===== config.mk =====
export PLATFORM = sky130hd
export DESIGN_NAME = bounded_priority_queue_top
export DESIGN_NICKNAME = d
export VERILOG_FILES = /design/src/rtl/bpq_pkg.sv /design/src/rtl/bpq_cell.sv /design/src/rtl/bounded_priority_queue_top.sv
export SDC_FILE = /design/constraint.sdc
export NUM_CORES = 2
export LEC_CHECK = 0
export CORE_MARGIN = 2
export CORE_UTILIZATION = 65
export CTS_CLUSTER_SIZE = 40
export DETAILED_ROUTE_END_ITERATION = 12
export DONT_BUFFER_PORTS = 1
export MAX_ROUTING_LAYER = met4
export PLACE_DENSITY_LB_ADDON = 0.08
export SYNTH_ARGS = -nofsm -noshare
export SYNTH_HDL_FRONTEND = slang
export SYNTH_HIERARCHICAL = 1
export SYNTH_SLANG_ARGS = --single-unit

===== constraint.sdc =====
create_clock -name clk -period 17.8 [get_ports clk]
set_clock_uncertainty 0.2 [all_clocks]
set_input_delay 2.67 -clock clk [delete_from_list [all_inputs] [get_ports clk]]
set_output_delay 2.67 -clock clk [all_outputs]
set_load 0.03 [all_outputs]

===== src/rtl/bpq_pkg.sv =====
// Package for the bounded priority queue: item kinds, cell commands and entry type.
`default_nettype none
package bpq_pkg;

  localparam int unsigned ValueW = 32;
  localparam int unsigned PrioW  = 8;
  localparam int unsigned CountW = 5;
  localparam int unsigned KindW  = 2;

  localparam logic [PrioW-1:0] MaxPrioReset = 8'd15;

  typedef enum logic [KindW-1:0] {
    KIND_PUSH      = 2'd0,
    KIND_PUSH_PRIO = 2'd1,
    KIND_POP       = 2'd2,
    KIND_NONE      = 2'd3
  } kind_t;

  typedef enum logic [1:0] {
    OP_HOLD   = 2'd0,
    OP_INSERT = 2'd1,
    OP_POP    = 2'd2
  } cell_op_t;

  typedef struct packed {
    logic                     valid;
    logic [PrioW-1:0]         prio;
    logic signed [ValueW-1:0] value;
  } entry_t;

  // broadcast to every cell in the chain
  typedef struct packed {
    cell_op_t                 op;
    logic                     plain;  // tail push: stop at first empty cell
    logic [PrioW-1:0]         prio;
    logic signed [ValueW-1:0] value;
  } cell_cmd_t;

endpackage : bpq_pkg
`default_nettype wire


===== src/rtl/bpq_cell.sv =====
// One queue slot: holds an entry, shifts toward the tail on insert, toward the head on pop.
`default_nettype none
module bpq_cell
  import bpq_pkg::*;
#(
  parameter bit IS_HEAD = 1'b0
) (
  input  wire logic      clk,
  input  wire logic      rst_n,
  input  wire cell_cmd_t cmd,
  input  wire entry_t    left_ent,    // neighbor closer to the head
  input  wire entry_t    right_ent,   // neighbor closer to the tail
  input  wire logic      passed_in,   // insertion point lies in front of this cell
  output logic           passed_out,
  output entry_t         ent
);

  logic                     valid_r, valid_nxt;
  logic [PrioW-1:0]         prio_r, prio_nxt;
  logic signed [ValueW-1:0] value_r, value_nxt;
  logic                     stop;

  // head takes a new entry only on a strictly lower number; later cells on a lower or equal one
  always_comb begin
    if (IS_HEAD) begin
      stop = !valid_r || (!cmd.plain && (cmd.prio < prio_r));
    end else begin
      stop = !valid_r || (!cmd.plain && (prio_r >= cmd.prio));
    end
  end

  assign passed_out = passed_in | stop;

  always_comb begin
    valid_nxt = valid_r;
    prio_nxt  = prio_r;
    value_nxt = value_r;
    case (cmd.op)
      OP_INSERT: begin
        if (passed_in) begin
          valid_nxt = left_ent.valid;
          prio_nxt  = left_ent.prio;
          value_nxt = left_ent.value;
        end else if (stop) begin
          valid_nxt = 1'b1;
          prio_nxt  = cmd.prio;
          value_nxt = cmd.value;
        end
      end
      OP_POP: begin
        valid_nxt = right_ent.valid;
        prio_nxt  = right_ent.prio;
        value_nxt = right_ent.value;
      end
      default: begin
      end
    endcase
  end

  always_ff @(posedge clk) begin
    if (!rst_n) begin
      valid_r <= 1'b0;
    end else begin
      valid_r <= valid_nxt;
    end
  end

  always_ff @(posedge clk) begin
    prio_r  <= prio_nxt;
    value_r <= value_nxt;
  end

  assign ent = '{valid: valid_r, prio: prio_r, value: value_r};

endmodule : bpq_cell
`default_nettype wire


===== src/rtl/bounded_priority_queue_top.sv =====
// Top level of the bounded priority queue: cell chain, occupancy, config and result register.
`default_nettype none
// Sorted-list priority queue built as a chain of DEPTH cells, head in cell 0.
// Every cell compares its stored priority with the request and an OR chain
// through the cells marks the insertion point, so a push or pop shifts the
// whole row together. The result goes into an output register; a new beat is
// taken while that register is empty or being drained, so the block sustains
// one item per cycle and stalls only when the output side holds back. The
// longest path is the insertion-point OR chain, which grows linearly with DEPTH.
// max_priority may be written at any time the block is idle (reset value 15).
module bounded_priority_queue_top
  import bpq_pkg::*;
#(
  parameter int unsigned DEPTH = 16
) (
  input  wire logic        clk,
  input  wire logic        rst_n,
  // config: max_priority
  input  wire logic        cfg_valid,
  output logic             cfg_ready,
  input  wire logic [7:0]  cfg_data,
  // input stream
  input  wire logic        in_tvalid,
  output logic             in_tready,
  input  wire logic [39:0] in_tdata,   // value[31:0], priority_req[39:32]
  input  wire logic [1:0]  in_tuser,   // kind[1:0]
  // result stream
  output logic             out_tvalid,
  input  wire logic        out_tready,
  output logic [39:0]      out_tdata   // popped_value[31:0], pop_valid[32],
                                       // was_empty[33], push_dropped[34],
                                       // entry_count[39:35]
);

  localparam int unsigned OccW = $clog2(DEPTH + 1);

  logic [PrioW-1:0] max_prio_r;
  logic [OccW-1:0]  occ_r, occ_nxt;
  logic             out_valid_r;
  logic [39:0]      out_data_r;

  logic             in_beat;
  kind_t            kind;
  logic [PrioW-1:0] req_prio;
  logic [PrioW-1:0] clamped;
  logic             full, empty;
  cell_cmd_t        cmd;

  logic             pop_valid, was_empty, push_dropped;
  logic signed [ValueW-1:0] popped;
  logic [CountW-1:0] count_out;

  entry_t           ents   [DEPTH];
  logic [DEPTH:0]   passed;
  logic [DEPTH-1:0] valid_vec;

  assign cfg_ready = 1'b1;

  always_ff @(posedge clk) begin
    if (!rst_n) begin
      max_prio_r <= MaxPrioReset;
    end else if (cfg_valid) begin
      max_prio_r <= cfg_data;
    end
  end

  assign in_tready = !out_valid_r || out_tready;
  assign in_beat   = in_tvalid && in_tready;
  assign kind      = kind_t'(in_tuser);
  assign req_prio  = in_tdata[39:32];
  assign clamped   = (req_prio > max_prio_r) ? max_prio_r : req_prio;
  assign full      = (occ_r == OccW'(DEPTH));
  assign empty     = (occ_r == '0);

  always_comb begin
    cmd.op       = OP_HOLD;
    cmd.plain    = 1'b1;
    cmd.prio     = max_prio_r;
    cmd.value    = in_tdata[ValueW-1:0];
    pop_valid    = 1'b0;
    was_empty    = 1'b0;
    push_dropped = 1'b0;
    popped       = '0;
    occ_nxt      = occ_r;
    case (kind)
      KIND_PUSH, KIND_PUSH_PRIO: begin
        if (full) begin
          push_dropped = 1'b1;
        end else begin
          cmd.op  = in_beat ? OP_INSERT : OP_HOLD;
          occ_nxt = occ_r + OccW'(1);
          if (kind == KIND_PUSH_PRIO) begin
            cmd.plain = 1'b0;
            cmd.prio  = clamped;
          end
        end
      end
      KIND_POP: begin
        if (empty) begin
          was_empty = 1'b1;
        end else begin
          cmd.op    = in_beat ? OP_POP : OP_HOLD;
          pop_valid = 1'b1;
          popped    = ents[0].value;
          occ_nxt   = occ_r - OccW'(1);
        end
      end
      default: begin
      end
    endcase
  end

  assign passed[0] = 1'b0;

  generate
    for (genvar i = 0; i < DEPTH; i++) begin : g_cell
      entry_t left_ent, right_ent;
      if (i == 0) begin : g_left_head
        assign left_ent = '0;
      end else begin : g_left
        assign left_ent = ents[i-1];
      end
      if (i == DEPTH - 1) begin : g_right_tail
        assign right_ent = '0;
      end else begin : g_right
        assign right_ent = ents[i+1];
      end

      bpq_cell #(
        .IS_HEAD (i == 0)
      ) u_cell (
        .clk        (clk),
        .rst_n      (rst_n),
        .cmd        (cmd),
        .left_ent   (left_ent),
        .right_ent  (right_ent),
        .passed_in  (passed[i]),
        .passed_out (passed[i+1]),
        .ent        (ents[i])
      );

      assign valid_vec[i] = ents[i].valid;
    end

    // entry_count wraps at 32
    if (OccW >= CountW) begin : g_cnt_trunc
      assign count_out = occ_nxt[CountW-1:0];
    end else begin : g_cnt_ext
      assign count_out = {{(CountW - OccW){1'b0}}, occ_nxt};
    end
  endgenerate

  always_ff @(posedge clk) begin
    if (!rst_n) begin
      occ_r       <= '0;
      out_valid_r <= 1'b0;
    end else begin
      if (in_beat) begin
        occ_r <= occ_nxt;
      end
      if (in_beat) begin
        out_valid_r <= 1'b1;
      end else if (out_tready) begin
        out_valid_r <= 1'b0;
      end
    end
  end

  always_ff @(posedge clk) begin
    if (in_beat) begin
      out_data_r <= {count_out, push_dropped, was_empty, pop_valid, popped};
    end
  end

  assign out_tvalid = out_valid_r;
  assign out_tdata  = out_data_r;

  // occupied cells always match the count
  a_count_matches_cells: assert property (@(posedge clk) disable iff (!rst_n)
    $countones(valid_vec) == int'(occ_r))
    else $error("cell valid bits disagree with occupancy");

  // a full queue has its tail cell occupied
  a_full_tail_valid: assert property (@(posedge clk) disable iff (!rst_n)
    full |-> valid_vec[DEPTH-1])
    else $error("queue full but tail cell empty");

  a_pop_flags_exclusive: assert property (@(posedge clk) disable iff (!rst_n)
    out_valid_r |-> !(out_data_r[32] && out_data_r[33]))
    else $error("pop reported both a value and an empty queue");

  a_pop_decrements: assert property (@(posedge clk) disable iff (!rst_n)
    (in_beat && kind == KIND_POP && !empty) |=> (occ_r == $past(occ_r) - OccW'(1)))
    else $error("pop did not remove one entry");

endmodule : bounded_priority_queue_top
`default_nettype wire

==> flow_summary.ini <==
[die]
dieHeight_um = 252
die_w_um = 252
die_area_sq_um = 63300
core-area_sq_um = 60500
ios = 98
initial_core_util = 0.659
core.rowCount = 90

[timing]
maxSlewViolCount = 0
worstMarginPinSlew_ps = 1280
hold_viol = 0
slew_headroom = 0.149
fmax_mhz = 68.2
finalCritPeriodShare = 0.823
rsz0062_at_grt = false
hold_ws_ps = 287
tns_ps = 0
period_needed_ps = 14660
setup_viol = 0

[yosys]
syn_inst = 3628
syn_area_per_cell_sq_um = 11.0
syn_area_sq_um = 39900
synth_warnings = 6

[grt]
grt_pass1_vias = 29500
grt_overflow = 0
grt_pass1_wl_mm = 148
grt_max_degree = 84
grt_usage = 0.297
grt_antenna_before_repair = 0

[critical_path]
start_kind = input pin
cp_data_arrival_time_ps = 14700
cpMaxStageDelayCell = o22a_2
critPathMaxStageDelay_ps = 960
cp_data_required_time_ps = 17840
path_max_fanout = 42
worstSetupPathType = in2reg
end_kind = register

[clocking]
cts_made_buffers = 76
cts_tree = built
postCtsSetupRepairBufs = 0
clockRootBuffer = clkbuf_16
clkTransAtPathRegs_ps = 60
cts_resized = 0
ctsHoldBuffers = 0
cts-htree-levels = 3
cts_sinks = 710
clk_path_buf_depth = 3
insertion_delay_ps = 630

[layout]
area_growth_pct = 8.39
fillers = 4281
post-route-util = 0.715
antenna-diode-count = 0
nNetsFinal = 3775
drive_gt1_frac = 0.0746
fin_cells = 4426

[pwr]
power.density_nw_per_um2 = 97.6
ir_worst_vdd_mv = 0.0817
p_leak_nw = 18.7

[placed_design]
gp_congestion = 0.876
dp_hpwl_mm = 61.8
port_buffers = 0
dp.cells = 4287

[run]
cap_violations = 0

[drt]
via_count = 27600
dr.pass1.iters = 5
wl_per_cell_um = 20.7
routed_wirelength_mm = 91.5
drt_iter0_markers = 2108
drcViolationCount = 0
drtAntennaViolNets = 0
via_per_inst = 6.24

[hold_path]
worstHoldPathType = reg2reg

[status]
status = finished clean
-- layout by cell type (no fill, tap or decap), types with 4 or more instances in the layout --
| cell type | instances |
|---|---|
| a21o_1 | 18 |
| inv_1 | 144 |
| clkinv_1 | 7 |
| clkbuf_1 | 16 |
| o21ai_0 | 48 |
| dfxtp_1 | 30 |
| buf_4 | 43 |
| clkinv_2 | 14 |
| and2_4 | 15 |
| a31oi_4 | 14 |
| bufinv_16 | 12 |
| a311oi_1 | 15 |
| and2_1 | 33 |
| clkbuf_16 | 79 |
| nand2_1 | 665 |
| o22a_2 | 15 |
| mux2_2 | 8 |
| nand3_1 | 32 |
| nand3b_1 | 16 |
| nor2b_4 | 31 |
| nor2_1 | 5 |
| conb_1 | 84 |
| mux2i_1 | 661 |
| edfxtp_1 | 680 |
| clkbuf_8 | 4 |
| ha_1 | 137 |
| o21ai_1 | 615 |
| nor2b_1 | 9 |
| o211ai_1 | 34 |
| a21oi_2 | 16 |
| nand2b_1 | 61 |
| nand4_1 | 4 |
| a21oi_1 | 24 |
| a211oi_1 | 18 |
-- worst paths after layout --
kind,cells after the start,end,slack [ps],start
min,2,g_cell[15].u_cell/valid_r$_SDFFE_PN0P_,290,g_cell[15].u_cell/valid_r$_SDFFE_PN0P_
max,61,g_cell[15].u_cell/value_r[16]$_DFFE_PP_,3140,in_tdata[39]
min reg2reg,2,g_cell[15].u_cell/valid_r$_SDFFE_PN0P_,290,g_cell[15].u_cell/valid_r$_SDFFE_PN0P_
max reg2reg,63,g_cell[15].u_cell/value_r[16]$_DFFE_PP_,4420,occ_r[0]$_SDFFE_PN0P_
-- through the flow --
stage	instance area, sq um	setup WS, ps	total power, mW
after floorplan	40200	4190	2.43
after detailed placement	40600	2560	2.57
after global routing	43200	2400	4.37
after CTS	43200	3170	4.24
final	43200	3140	4.22
after global placement	40600	2900	2.54
-- flip-flops by register name, summed over array words and instances (netlist names) --
name,cells
g_cell.u_cell/value_r,512
out_tdata,40
g_cell.u_cell/valid_r,16
g_cell.u_cell/prio_r,128
occ_r,5
max_prio_r,8
out_tvalid,1
-- critical path: cells and delay by family --
family | cells | cell delay [ps]
adders and majority gates | 2 | 640
and+or+nand+nor | 31 | 4160
muxes | 1 | 390
buffers and inverters | 4 | 1950
AOI/OAI and AO/OA | 23 | 4830
-- where the power goes --
group / internal [mW] / switching [mW]
logic: 0.161 / 0.280
registers: 2.01 / 0.0877
clock network: 1.01 / 0.674
-- layout make-up --
| type | count | area (sq um) | share of cell area |
|---|---|---|---|
| inverter | 145 | 544 | 0.0126 |
| multi-input combinational | 2607 | 17700 | 0.410 |
| timing repair buffer | 43 | 323 | 0.00747 |
| clock inverter | 40 | 538 | 0.0125 |
| tap | 782 | 978 | 0.0226 |
| clock buffer | 99 | 2090 | 0.0484 |
| sequential | 710 | 21000 | 0.486 |
-- layer usage --
| layer | track usage | part of all wire | up-vias |
|---|---|---|---|
| met1 | 0.357 | 0.42 | 13800 |
| met2 | 0.523 | 0.52 | 637 |
| met5 | - | 0 | - |
| li1 | - | - | 13000 |
| met3 | 0.0365 | 0.037 | 192 |
| met4 | 0.0959 | 0.029 | 0 |
(Power assumes the default switching activity.)
